<file path="config.mk">
export PLATFORM = sky130hd
export DESIGN_NAME = led_ring_effect_generator
export DESIGN_NICKNAME = d
export VERILOG_FILES = /design/src/design/lreg_pkg.sv /design/src/design/lreg_datapath.sv /design/src/design/lreg_controller.sv /design/src/design/led_ring_effect_generator.sv
export VERILOG_INCLUDE_DIRS = /design/src /design/src/design
export SDC_FILE = /design/constraint.sdc
export NUM_CORES = 2
export LEC_CHECK = 0
export BUFFER_PORTS_ARGS = -buffer_cell sky130_fd_sc_hd__buf_2
export CAP_MARGIN = 0
export CORE_UTILIZATION = 39
export CTS_CLUSTER_DIAMETER = 30
export DETAILED_ROUTE_END_ITERATION = 10
export PLACE_DENSITY_LB_ADDON = 0.15
export SETUP_SLACK_MARGIN = 0.15
export SKIP_LAST_GASP = 1
export SYNTH_ARGS = -nofsm -noshare
export SYNTH_HDL_FRONTEND = slang
export SYNTH_SLANG_ARGS = --single-unit
</file>
<file path="constraint.sdc">
create_clock -name clk -period 14.88 [get_ports clk]
set_input_delay 1.488 -clock clk [delete_from_list [all_inputs] [get_ports clk]]
set_output_delay 1.488 -clock clk [all_outputs]
set_load 0.02 [all_outputs]
</file>
<file path="src/design/led_ring_effect_generator_macros.svh">
// Assertion helpers for the LED ring effect generator
`ifndef LED_RING_EFFECT_GENERATOR_MACROS_SVH
`define LED_RING_EFFECT_GENERATOR_MACROS_SVH
// Implication checked on every clock edge outside reset
`define LREG_ASSERT_IMP(label, clk, rst_n, ante, cons) \
    label: assert property (@(posedge clk) disable iff (!rst_n) (ante) |-> (cons)) \
        else $error("assertion failed");
// Next-cycle implication
`define LREG_ASSERT_NEXT(label, clk, rst_n, ante, cons) \
    label: assert property (@(posedge clk) disable iff (!rst_n) (ante) |=> (cons)) \
        else $error("assertion failed");
`endif

</file>
<file path="src/design/lreg_pkg.sv">
// ----------------------------------------------------------------------------
// lreg_pkg
// Shared types and constants for the LED ring effect generator.
// ----------------------------------------------------------------------------
`default_nettype none
package lreg_pkg;
    localparam int MAX_PIXELS = 8;

    localparam logic [3:0] MODE_OFF       = 4'd0;
    localparam logic [3:0] MODE_SOLID     = 4'd1;
    localparam logic [3:0] MODE_BREATHING = 4'd2;
    localparam logic [3:0] MODE_CHASE     = 4'd3;
    localparam logic [3:0] MODE_RAINBOW   = 4'd4;
    localparam logic [3:0] MODE_STROBE    = 4'd5;
    localparam logic [3:0] MODE_SCANNER   = 4'd6;
    localparam logic [3:0] MODE_SPARKLE   = 4'd7;
    localparam logic [3:0] MODE_WIPE      = 4'd8;

    localparam logic [1:0] REG_MODE   = 2'd0;
    localparam logic [1:0] REG_COLOR  = 2'd1;
    localparam logic [1:0] REG_BRIGHT = 2'd2;
    localparam logic [1:0] REG_COUNT  = 2'd3;

    localparam logic OP_TICK  = 1'b0;
    localparam logic OP_APPLY = 1'b1;

    // controller -> datapath
    typedef struct packed {
        logic       start;      // latch frame inputs, begin setup
        logic       setup_step; // advance setup sequence
        logic       pix_step;   // compute current pixel
        logic       pix_next;   // advance pixel index
    } lreg_cmd_t;

    // datapath -> controller
    typedef struct packed {
        logic       setup_done;
        logic       emit;       // frame produces pixels
        logic       last;       // current pixel is the final one
    } lreg_status_t;
endpackage
`default_nettype wire

</file>
<file path="src/design/lreg_datapath.sv">
// ----------------------------------------------------------------------------
// lreg_datapath
// Frame counter, gamma scaling, effect arithmetic and per-pixel color.
// ----------------------------------------------------------------------------
`default_nettype none
module lreg_datapath (
    input  wire logic                 clk,
    input  wire logic                 rst_n,
    input  wire logic                 cfg_en,
    input  wire logic [1:0]           cfg_index,
    input  wire logic [23:0]          cfg_data,
    input  wire logic                 in_opcode,
    input  wire logic [31:0]          in_random,
    input  wire lreg_pkg::lreg_cmd_t  cmd,
    output lreg_pkg::lreg_status_t    status,
    output logic [2:0]                pix_index,
    output logic [7:0]                pix_red,
    output logic [7:0]                pix_green,
    output logic [7:0]                pix_blue
);
    import lreg_pkg::*;

    logic [3:0]  mode_reg;
    logic [23:0] color_reg;
    logic [8:0]  bright_reg;
    logic [3:0]  count_reg;
    logic [31:0] phase_reg, phase_next;

    logic        apply_reg;
    logic [31:0] rnd_reg;
    logic [17:0] bsq_reg;      // b^2
    logic [26:0] bcube_reg;    // b^3
    logic [7:0]  cr_reg, cg_reg, cb_reg, v_reg;
    logic [7:0]  s_reg;
    logic [3:0]  n_reg;
    logic [4:0]  modn_reg;     // reduction remainder
    logic [31:0] quo_reg;      // phase quotient by the mode's step length
    logic [63:0] mprod_reg;    // reciprocal product
    logic [3:0]  head_reg;
    logic [4:0]  step_reg;
    logic [2:0]  idx_reg;
    logic [7:0]  hbase_reg;
    logic [8:0]  hoff_reg;     // i*256/n, integer part
    logic [3:0]  hfrac_reg;    // i*256/n, remainder part
    logic [7:0]  r_reg, g_reg, b_reg;
    logic        setup_done_reg;

    // gamma product for one channel
    function automatic logic [7:0] gsc(input logic [7:0] c, input logic [26:0] k);
        logic [34:0] p;
        begin
            p = 35'(c) * 35'(k);
            return p[31:24];
        end
    endfunction

    function automatic logic [7:0] div255(input logic [15:0] x);
        logic [16:0] q;
        begin
            q = (17'(x) + 17'(x >> 8) + 17'd1) >> 8;
            return q[7:0];
        end
    endfunction

    logic [8:0] bclamp;
    assign bclamp = (bright_reg > 9'd256) ? 9'd256 : bright_reg;

    always_comb
    begin
        phase_next = (cmd.start && in_opcode) ? 32'd1 : phase_reg + 32'd1;
    end

    always_ff @(posedge clk or negedge rst_n)
    begin
        if (!rst_n)
        begin
            mode_reg   <= MODE_SOLID;
            color_reg  <= '0;
            bright_reg <= 9'd77;
            count_reg  <= 4'd8;
            phase_reg  <= '0;
        end
        else
        begin
            if (cfg_en)
            begin
                unique case (cfg_index)
                    REG_MODE:   mode_reg   <= cfg_data[3:0];
                    REG_COLOR:  color_reg  <= cfg_data;
                    REG_BRIGHT: bright_reg <= cfg_data[8:0];
                    REG_COUNT:  count_reg  <= cfg_data[3:0];
                    default: ;
                endcase
            end
            if (cmd.start)
                phase_reg <= phase_next;
        end
    end

    // reciprocal operands: phase/60 as (phase/4)/15, phase/3 and phase/6 from one product
    logic [31:0] mul_a, mul_k;
    always_comb
    begin
        if (mode_reg == MODE_BREATHING)
        begin
            mul_a = phase_reg >> 2;
            mul_k = 32'h88888889;
        end
        else
        begin
            mul_a = phase_reg;
            mul_k = 32'hAAAAAAAB;
        end
    end

    // second reduction modulus
    logic [4:0] m2;
    always_comb
    begin
        unique case (mode_reg)
            MODE_CHASE:   m2 = {1'b0, n_reg};
            MODE_SCANNER: m2 = 5'({n_reg - 4'd1, 1'b0});
            MODE_WIPE:    m2 = {n_reg, 1'b0};
            default:      m2 = 5'd1;
        endcase
    end

    // hue spacing 256/n as integer step and remainder
    logic [8:0] hstep;
    logic [3:0] hrem;
    always_comb
    begin
        unique case (n_reg)
            4'd1:    begin hstep = 9'd256; hrem = 4'd0; end
            4'd2:    begin hstep = 9'd128; hrem = 4'd0; end
            4'd3:    begin hstep = 9'd85;  hrem = 4'd1; end
            4'd4:    begin hstep = 9'd64;  hrem = 4'd0; end
            4'd5:    begin hstep = 9'd51;  hrem = 4'd1; end
            4'd6:    begin hstep = 9'd42;  hrem = 4'd4; end
            4'd7:    begin hstep = 9'd36;  hrem = 4'd4; end
            4'd8:    begin hstep = 9'd32;  hrem = 4'd0; end
            default: begin hstep = 9'd0;   hrem = 4'd0; end
        endcase
    end

    logic [4:0] fsum;
    assign fsum = 5'(hfrac_reg) + 5'(hrem);

    // serial remainder of the quotient by m2, one bit per cycle (MSB first)
    logic [5:0] rem_sh;
    logic [5:0] rem_nx;
    assign rem_sh = {modn_reg, q2_reg[31]};
    assign rem_nx = (rem_sh >= 6'(m2)) ? rem_sh - 6'(m2) : rem_sh;

    // pixel effect
    logic [3:0]  ipix;
    logic [3:0]  pdist;
    logic        lit;
    logic [7:0]  hue;
    logic [2:0]  region;
    logic [7:0]  rem6;
    logic [7:0]  qv, tv;
    logic [15:0] prod_r, prod_g, prod_b;
    always_comb
    begin
        ipix = {1'b0, idx_reg};
        pdist = (ipix > head_reg) ? ipix - head_reg : head_reg - ipix;
        lit = (step_reg < {1'b0, n_reg}) ? (ipix <= step_reg[3:0])
            : (5'(ipix) > step_reg - {1'b0, n_reg});
        hue = hbase_reg + hoff_reg[7:0];
        if (hue < 8'd43) region = 3'd0;
        else if (hue < 8'd86) region = 3'd1;
        else if (hue < 8'd129) region = 3'd2;
        else if (hue < 8'd172) region = 3'd3;
        else if (hue < 8'd215) region = 3'd4;
        else region = 3'd5;
        rem6 = 8'((hue - 8'(region) * 8'd43) * 8'd6);
        qv = div255(16'(v_reg) * 16'(8'd255 - rem6));
        tv = div255(16'(v_reg) * 16'(rem6));
        prod_r = 16'(cr_reg) * 16'(s_reg);
        prod_g = 16'(cg_reg) * 16'(s_reg);
        prod_b = 16'(cb_reg) * 16'(s_reg);
    end

    logic [7:0] nr, ng, nb;
    always_comb
    begin
        nr = cr_reg; ng = cg_reg; nb = cb_reg;
        unique case (mode_reg)
            MODE_OFF:
            begin
                nr = '0; ng = '0; nb = '0;
            end
            MODE_BREATHING:
            begin
                nr = div255(prod_r); ng = div255(prod_g); nb = div255(prod_b);
            end
            MODE_CHASE:
                if (ipix != head_reg)
                begin
                    nr = cr_reg >> 3; ng = cg_reg >> 3; nb = cb_reg >> 3;
                end
            MODE_RAINBOW:
                unique case (region)
                    3'd0: begin nr = v_reg; ng = tv;    nb = '0;    end
                    3'd1: begin nr = qv;    ng = v_reg; nb = '0;    end
                    3'd2: begin nr = '0;    ng = v_reg; nb = tv;    end
                    3'd3: begin nr = '0;    ng = qv;    nb = v_reg; end
                    3'd4: begin nr = tv;    ng = '0;    nb = v_reg; end
                    default: begin nr = v_reg; ng = '0; nb = qv;    end
                endcase
            MODE_STROBE:
                if (!(step_reg < 5'd2))
                begin
                    nr = '0; ng = '0; nb = '0;
                end
            MODE_SCANNER:
                if (pdist == 4'd1)
                begin
                    nr = cr_reg >> 2; ng = cg_reg >> 2; nb = cb_reg >> 2;
                end
                else if (pdist != 4'd0)
                begin
                    nr = '0; ng = '0; nb = '0;
                end
            MODE_SPARKLE:
                if (!(rnd_reg[3:0] < 4'd2))
                begin
                    nr = '0; ng = '0; nb = '0;
                end
            MODE_WIPE:
                if (!lit)
                begin
                    nr = '0; ng = '0; nb = '0;
                end
            default: ;
        endcase
    end

    logic emit_c;
    always_comb
    begin
        if (n_reg == 4'd0)
            emit_c = 1'b0;
        else if (mode_reg == MODE_SCANNER)
            emit_c = n_reg >= 4'd2;
        else if (mode_reg == MODE_OFF || mode_reg == MODE_SOLID || mode_reg > MODE_WIPE)
            emit_c = apply_reg;
        else
            emit_c = 1'b1;
    end

    // setup: 0 b^2, 1 b^3, 2 colors + reciprocal product, 3 quotient,
    // 4 phase remainder + load, 5..35 remainder by m2, 36 finish
    logic [6:0]  cnt_reg;
    logic [31:0] q2_reg;
    logic [5:0]  prem_reg;  // phase mod 60 (breathing) or mod 6 (strobe)

    always_ff @(posedge clk or negedge rst_n)
    begin
        if (!rst_n)
            setup_done_reg <= 1'b0;
        else if (cmd.start)
            setup_done_reg <= 1'b0;
        else if (cmd.setup_step && cnt_reg == 7'd36)
            setup_done_reg <= 1'b1;
    end

    always_ff @(posedge clk)
    begin
        if (cmd.start)
        begin
            apply_reg <= in_opcode;
            rnd_reg   <= in_random;
            cnt_reg   <= '0;
            n_reg     <= (count_reg > 4'(MAX_PIXELS)) ? 4'(MAX_PIXELS) : count_reg;
            idx_reg   <= '0;
            hoff_reg  <= '0;
            hfrac_reg <= '0;
        end
        else if (cmd.setup_step)
        begin
            cnt_reg <= cnt_reg + 7'd1;
            if (cnt_reg == 7'd0)
                bsq_reg <= 18'(bclamp) * 18'(bclamp);
            else if (cnt_reg == 7'd1)
                bcube_reg <= 27'(bsq_reg * 27'(bclamp));
            else if (cnt_reg == 7'd2)
            begin
                cr_reg    <= gsc(color_reg[23:16], bcube_reg);
                cg_reg    <= gsc(color_reg[15:8], bcube_reg);
                cb_reg    <= gsc(color_reg[7:0], bcube_reg);
                v_reg     <= gsc(8'hFF, bcube_reg);
                mprod_reg <= 64'(mul_a) * 64'(mul_k);
            end
            else if (cnt_reg == 7'd3)
            begin
                unique case (mode_reg)
                    MODE_BREATHING: quo_reg <= 32'(mprod_reg >> 35);
                    MODE_STROBE:    quo_reg <= 32'(mprod_reg >> 34);
                    MODE_SCANNER:   quo_reg <= 32'(mprod_reg >> 33);
                    MODE_RAINBOW:   quo_reg <= phase_reg >> 1;
                    default:        quo_reg <= phase_reg >> 2;
                endcase
            end
            else if (cnt_reg == 7'd4)
            begin
                prem_reg  <= 6'(phase_reg - quo_reg
                    * ((mode_reg == MODE_BREATHING) ? 32'd60 : 32'd6));
                q2_reg    <= quo_reg;
                hbase_reg <= quo_reg[7:0];
                modn_reg  <= '0;
            end
            else if (cnt_reg < 7'd36)
            begin
                q2_reg   <= {q2_reg[30:0], 1'b0};
                modn_reg <= 5'(rem_nx);
            end
            else
            begin
                // last remainder bit and final interpretation
                step_reg <= (mode_reg == MODE_STROBE) ? 5'(prem_reg) : rem_nx[4:0];
                head_reg <= (mode_reg == MODE_SCANNER && rem_nx[4:0] >= {1'b0, n_reg})
                    ? 4'(m2 - rem_nx[4:0]) : rem_nx[3:0];
                s_reg <= (prem_reg < 6'd30) ? 8'((10'(prem_reg) * 10'd17) >> 1)
                    : 8'((10'(6'd59 - prem_reg) * 10'd17) >> 1);
            end
        end
        else if (cmd.pix_step)
        begin
            r_reg <= nr;
            g_reg <= ng;
            b_reg <= nb;
        end
        else if (cmd.pix_next)
        begin
            idx_reg <= idx_reg + 3'd1;
            rnd_reg <= rnd_reg >> 4;
            // carry the fraction so the offset stays exactly i*256/n
            if (fsum >= 5'(n_reg))
            begin
                hfrac_reg <= 4'(fsum - 5'(n_reg));
                hoff_reg  <= hoff_reg + hstep + 9'd1;
            end
            else
            begin
                hfrac_reg <= fsum[3:0];
                hoff_reg  <= hoff_reg + hstep;
            end
        end
    end

    assign status.setup_done = setup_done_reg;
    assign status.emit       = emit_c;
    assign status.last       = ({1'b0, idx_reg} + 4'd1) == n_reg;
    assign pix_index = idx_reg;
    assign pix_red   = r_reg;
    assign pix_green = g_reg;
    assign pix_blue  = b_reg;
endmodule
`default_nettype wire

</file>
<file path="src/design/lreg_controller.sv">
// ----------------------------------------------------------------------------
// lreg_controller
// Sequences frame setup and per-pixel output beats.
// ----------------------------------------------------------------------------
`default_nettype none
module lreg_controller (
    input  wire logic                   clk,
    input  wire logic                   rst_n,
    input  wire logic                   in_fire,
    input  wire lreg_pkg::lreg_status_t status,
    input  wire logic                   out_ready,
    output lreg_pkg::lreg_cmd_t         cmd,
    output logic                        in_ready,
    output logic                        out_valid
);
    import lreg_pkg::*;
    `include "led_ring_effect_generator_macros.svh"

    typedef enum logic [2:0] {S_IDLE, S_SETUP, S_CHECK, S_PIX, S_OUT} state_t;
    state_t state_reg;

    always_ff @(posedge clk or negedge rst_n)
    begin
        if (!rst_n)
            state_reg <= S_IDLE;
        else
        begin
            unique case (state_reg)
                S_IDLE:  if (in_fire) state_reg <= S_SETUP;
                S_SETUP: if (status.setup_done) state_reg <= S_CHECK;
                S_CHECK: state_reg <= status.emit ? S_PIX : S_IDLE;
                S_PIX:   state_reg <= S_OUT;
                S_OUT:
                    if (out_ready)
                        state_reg <= status.last ? S_IDLE : S_PIX;
                default: state_reg <= S_IDLE;
            endcase
        end
    end

    assign in_ready       = state_reg == S_IDLE;
    assign out_valid      = state_reg == S_OUT;
    assign cmd.start      = in_fire;
    assign cmd.setup_step = state_reg == S_SETUP && !status.setup_done;
    assign cmd.pix_step   = state_reg == S_PIX;
    assign cmd.pix_next   = state_reg == S_OUT && out_ready;

    `LREG_ASSERT_NEXT(a_out_after_pix, clk, rst_n, state_reg == S_PIX, out_valid)
    `LREG_ASSERT_IMP(a_no_accept_busy, clk, rst_n, in_fire, state_reg == S_IDLE)
    `LREG_ASSERT_NEXT(a_idle_after_last, clk, rst_n,
        out_valid && out_ready && status.last, in_ready)
endmodule
`default_nettype wire

</file>
<file path="src/design/led_ring_effect_generator.sv">
// Each accepted input beat runs setup (gamma, reciprocal divide, 32-step remainder
// by ring size), then a check state, then for each pixel a compute state and an
// output beat state that waits for m_tready.
// One item in flight: no new input beat is accepted until the frame's last pixel
// beat is taken, or until the check finds that the frame emits nothing.
// Reset (rst_n, async low): mode solid, brightness 77, 8 pixels, color 0,
// frame counter 0.
`default_nettype none
module led_ring_effect_generator (
    input  wire logic        clk,
    input  wire logic        rst_n,
    input  wire logic        s_tvalid,
    output logic             s_tready,
    input  wire logic [39:0] s_tdata,   // opcode[0], random_word[32:1]
    output logic             m_tvalid,
    input  wire logic        m_tready,
    output logic [31:0]      m_tdata,   // pixel_index[2:0], red, green, blue
    output logic             m_tlast,
    input  wire logic        cfg_we,
    input  wire logic [1:0]  cfg_index,
    input  wire logic [23:0] cfg_data
);
    import lreg_pkg::*;

    lreg_cmd_t    cmd;
    lreg_status_t status;
    logic [2:0]   pidx;
    logic [7:0]   pr, pg, pb;
    logic         fire;

    assign fire = s_tvalid && s_tready;

    lreg_controller u_ctrl (
        .clk(clk), .rst_n(rst_n), .in_fire(fire), .status(status),
        .out_ready(m_tready), .cmd(cmd), .in_ready(s_tready), .out_valid(m_tvalid)
    );

    lreg_datapath u_dp (
        .clk(clk), .rst_n(rst_n), .cfg_en(cfg_we), .cfg_index(cfg_index),
        .cfg_data(cfg_data), .in_opcode(s_tdata[0]), .in_random(s_tdata[32:1]),
        .cmd(cmd), .status(status), .pix_index(pidx),
        .pix_red(pr), .pix_green(pg), .pix_blue(pb)
    );

    // pack beat fields, pixel index lowest
    assign m_tdata = {5'd0, pb, pg, pr, pidx};
    assign m_tlast = status.last;
endmodule
`default_nettype wire

</file>
==> results.md <==
- FILL cells: 18500
- Die W: 440 um
- Maximum number of pins on one net before global-route repair: 69
- GRT Util Overall: 21.2%
- Global-route wire length before repair: 322 mm
- Clock buffer depth: 3
- Cell taking the most area after synthesis: sky130_fd_sc_hd__fa_1
- Die outline area: 194000 um^2
- Count of state elements after synthesis: 366
- Total via count after detailed routing: 53000
- Area growth from synthesis to final layout: 8.59%
- CTS tree: yes
- Clock Latency Late Sink: 0.66 ns
- Number of flops mapped to enable cells by yosys: between 200 and 300
- Total routed wirelength: 198 mm
- Rows: 160
- Final weighted congestion of routability-driven global placement: approximately 0.92
- Setup repair after global routing missed its margin: no
- Flop2flop setup slack: 1.51 ns
- Primary flip-flop cell chosen by synthesis mapping: sky130_fd_sc_hd__edfxtp_1
- Total iterations of the first detailed-routing run: 6
- Relative slew slack: 15.9%
- Via-to-Cell Ratio: a little over 5
- Count of maximum capacitance violations: 0
- Mean cell area of the mapped netlist: 9.52 um^2
- CTS hold repair buffers: 0
- Register clock-pin slew on the reported worst setup and hold paths: 0.05 ns
- Fraction of layout cells with a size suffix above 1: 5.63%
- Max Clk Rate: 0.0748 GHz
- Asr flop ratio synth: 21.0%
- Type of the setup path with the least slack: reg -> reg
- Total grt overflow: 0
- Startpoint of the most critical register-to-register path: u_dp.hbase_reg[0]
- Endpoint kind of the worst setup timing path: register
- Critical Path Max Stage Delay: approximately 0.67 ns
- Max-slew violation count: 0
- Required @ worst endpoint: 15.25 ns
- Number of global-route vias before repair: 57900
- Worst-path fanout max: 16
- Starting density of the core: 39.3%
- Syn Inst Count: 7866
- Wire per inst: 19.0 um
- Run status: finished, final reports clean
- Fin nets: just over 10000
- Slowest CP cell: sky130_fd_sc_hd__o21ai_0
- Total I/O pin count: around 110
- Sequential cell area fraction in the yosys report: 13.8%
- Cell variety after synth: about 110
- Number of buffer cells added on primary ports: 85
- Cell area after synthesis: 74900 um^2
- Clock Skews: roughly 0.064 ns
- Floorplan die height: 440 um
- Count of nets left with antenna violations after detail routing: 0
- Endpoint of the worst setup timing path: u_dp.pix_red[2]
- Leading cell type in the layout, fill and taps excluded: sky130_fd_sc_hd__inv_1
- Postcts setup bufs: 0
- Share of the cycle needed by the critical path after routing: 89.9%
- H-tree depth: 3
- Crit path launch type: register
- Slew @ Worst Pin: between 1 and 1.5 ns
- Total setup violations reported at the end of the flow: 0
- Sum of negative setup slack: 0 ns
- DP HPWL: 158 mm
- Warnings from Yosys: 0
- TritonCTS sink count: 366
- Fraction of post-synthesis cell area in the top cell type by area: a little over a third
- TritonCTS Buffers: between 80 and 90
- Launch point of the worst path: u_dp.hbase_reg[0]
- Cells taking the most area after synthesis: sky130_fd_sc_hd__fa_1, sky130_fd_sc_hd__ha_1, sky130_fd_sc_hd__edfxtp_1
- Startpoint of the lowest-slack hold path: u_dp.hfrac_reg[2]
- Shortest clock period the worst path allows after layout: 13.37 ns
- CTS-repair resized insts: 0
- Final hold vios: 0
- Number of violations reported at the end of detailed-routing iteration 0: 2909
- Reg2reg end: u_dp.pix_red[2]
- Initial antenna violation count: 4
- Std-Cell Core Area: 190000 um^2
- Root buffer cell: sky130_fd_sc_hd__clkbuf_16
- Leading cell types in the layout, fill and taps excluded: sky130_fd_sc_hd__inv_1, sky130_fd_sc_hd__fa_1, sky130_fd_sc_hd__nand2_1, sky130_fd_sc_hd__ha_1, sky130_fd_sc_hd__and2_1
- DRC errors left: 0
- Data arrival, critical path: 13.74 ns
- Worst min-delay path category: reg -> reg
- Number of cell instances on the worst register-to-register path: between 40 and 50
[critical path, delay by kind of cell (launching register included)]
family	cells	cell delay, ns
fa+ha+maj	12	4.88
compound gates	16	3.17
simple gates	7	2.02
xor+xnor	6	1.70
buf+inv	6	0.62
flops	1	0.36
mux	2	0.31
[synthesized netlist by cell type, types with 18 or more instances]
cell type and count:
sky130_fd_sc_hd__o211ai_1 39, sky130_fd_sc_hd__a221oi_1 18, sky130_fd_sc_hd__o31ai_1 18, sky130_fd_sc_hd__and3_1 27, sky130_fd_sc_hd__a22oi_1 20, sky130_fd_sc_hd__dfxtp_1 30
sky130_fd_sc_hd__a222oi_1 24, sky130_fd_sc_hd__nand2_1 1010, sky130_fd_sc_hd__edfxtp_1 259, sky130_fd_sc_hd__ha_1 959, sky130_fd_sc_hd__nor2_1 229, sky130_fd_sc_hd__o21a_1 36
sky130_fd_sc_hd__mux2_2 48, sky130_fd_sc_hd__dfrtp_1 71, sky130_fd_sc_hd__and2_1 469, sky130_fd_sc_hd__nor2b_1 79, sky130_fd_sc_hd__buf_1 19, sky130_fd_sc_hd__a21oi_1 233
sky130_fd_sc_hd__mux2i_1 34, sky130_fd_sc_hd__nand2b_1 45, sky130_fd_sc_hd__xor2_1 91, sky130_fd_sc_hd__xnor2_1 182, sky130_fd_sc_hd__inv_1 1594, sky130_fd_sc_hd__nand4_1 37
sky130_fd_sc_hd__a31oi_1 18, sky130_fd_sc_hd__clkbuf_1 264, sky130_fd_sc_hd__nor3_1 54, sky130_fd_sc_hd__nand3_1 70, sky130_fd_sc_hd__fa_1 1308, sky130_fd_sc_hd__o21bai_1 24
sky130_fd_sc_hd__o21ai_0 173, sky130_fd_sc_hd__a21o_1 105, sky130_fd_sc_hd__or3_1 25
[logic make-up (layout without fill, tap and decap cells)]
| logic type | after synthesis | count (layout) | synth area share [%] |
|---|---|---|---|
| other cells | 2 | 19 | 0.0100 |
| mux | 83 | 83 | 1.20 |
| buf+inv | 1888 | 1950 | 9.52 |
| simple gates | 2138 | 2138 | 13.8 |
| compound gates | 846 | 846 | 7.45 |
| flops | 366 | 366 | 13.8 |
| xor+xnor | 276 | 276 | 3.27 |
| fa+ha+maj | 2267 | 2267 | 51.0 |
[through the flow]
step / setup WS, ns / hold slack, ns / cell area [um^2] / util (%) / std cells
finish: 1.51 / 0.478 / 81300 / 42.7 / 10500
global route: 0.490 / 0.493 / 81300 / 42.7 / 10500
CTS: 1.56 / 0.478 / 81300 / 42.7 / 10500
floorplan: 3.61 / 0.426 / 74900 / - / 7879
global placement: 1.79 / 0.457 / 78200 / 41.1 / 10300
detailed placement: 1.63 / 0.468 / 78200 / 41.1 / 10300
[area by class of cell]
class / count / area [um^2] / area share, %
antenna: 4 / 10.0 / 0.0123
clock buffer: 106 / 2360 / 2.90
clock inverter: 56 / 732 / 0.900
inverter: 1595 / 5990 / 7.36
multi-input combinational: 5625 / 57500 / 70.7
sequential: 366 / 10300 / 12.7
tap: 2511 / 3140 / 3.86
timing repair buffer: 193 / 1240 / 1.52
[layer usage]
metal,vias up,track usage (%),routed length [um]
met5,-,0,11
met4,2,5.35,4580
met3,199,1.80,6620
met2,946,36.8,97500
met1,27000,28.5,89500
li1,24800,-,-
[worst min-delay path by stage]
stage	slack [ns]	endpoint	depth (start not counted)
after floorplan	0.43	u_dp.hbase_reg[5]	0
after global placement	0.46	u_dp.hfrac_reg[2]	2
after global routing	0.49	u_dp.q2_reg[29]	2
final	0.48	u_dp.hfrac_reg[2]	2
after CTS	0.48	u_dp.hfrac_reg[2]	2
after detailed placement	0.47	u_dp.hfrac_reg[2]	2
Power is not shown: default switching activity piles up to over one toggle a cycle in this logic, so the estimate is an artifact.
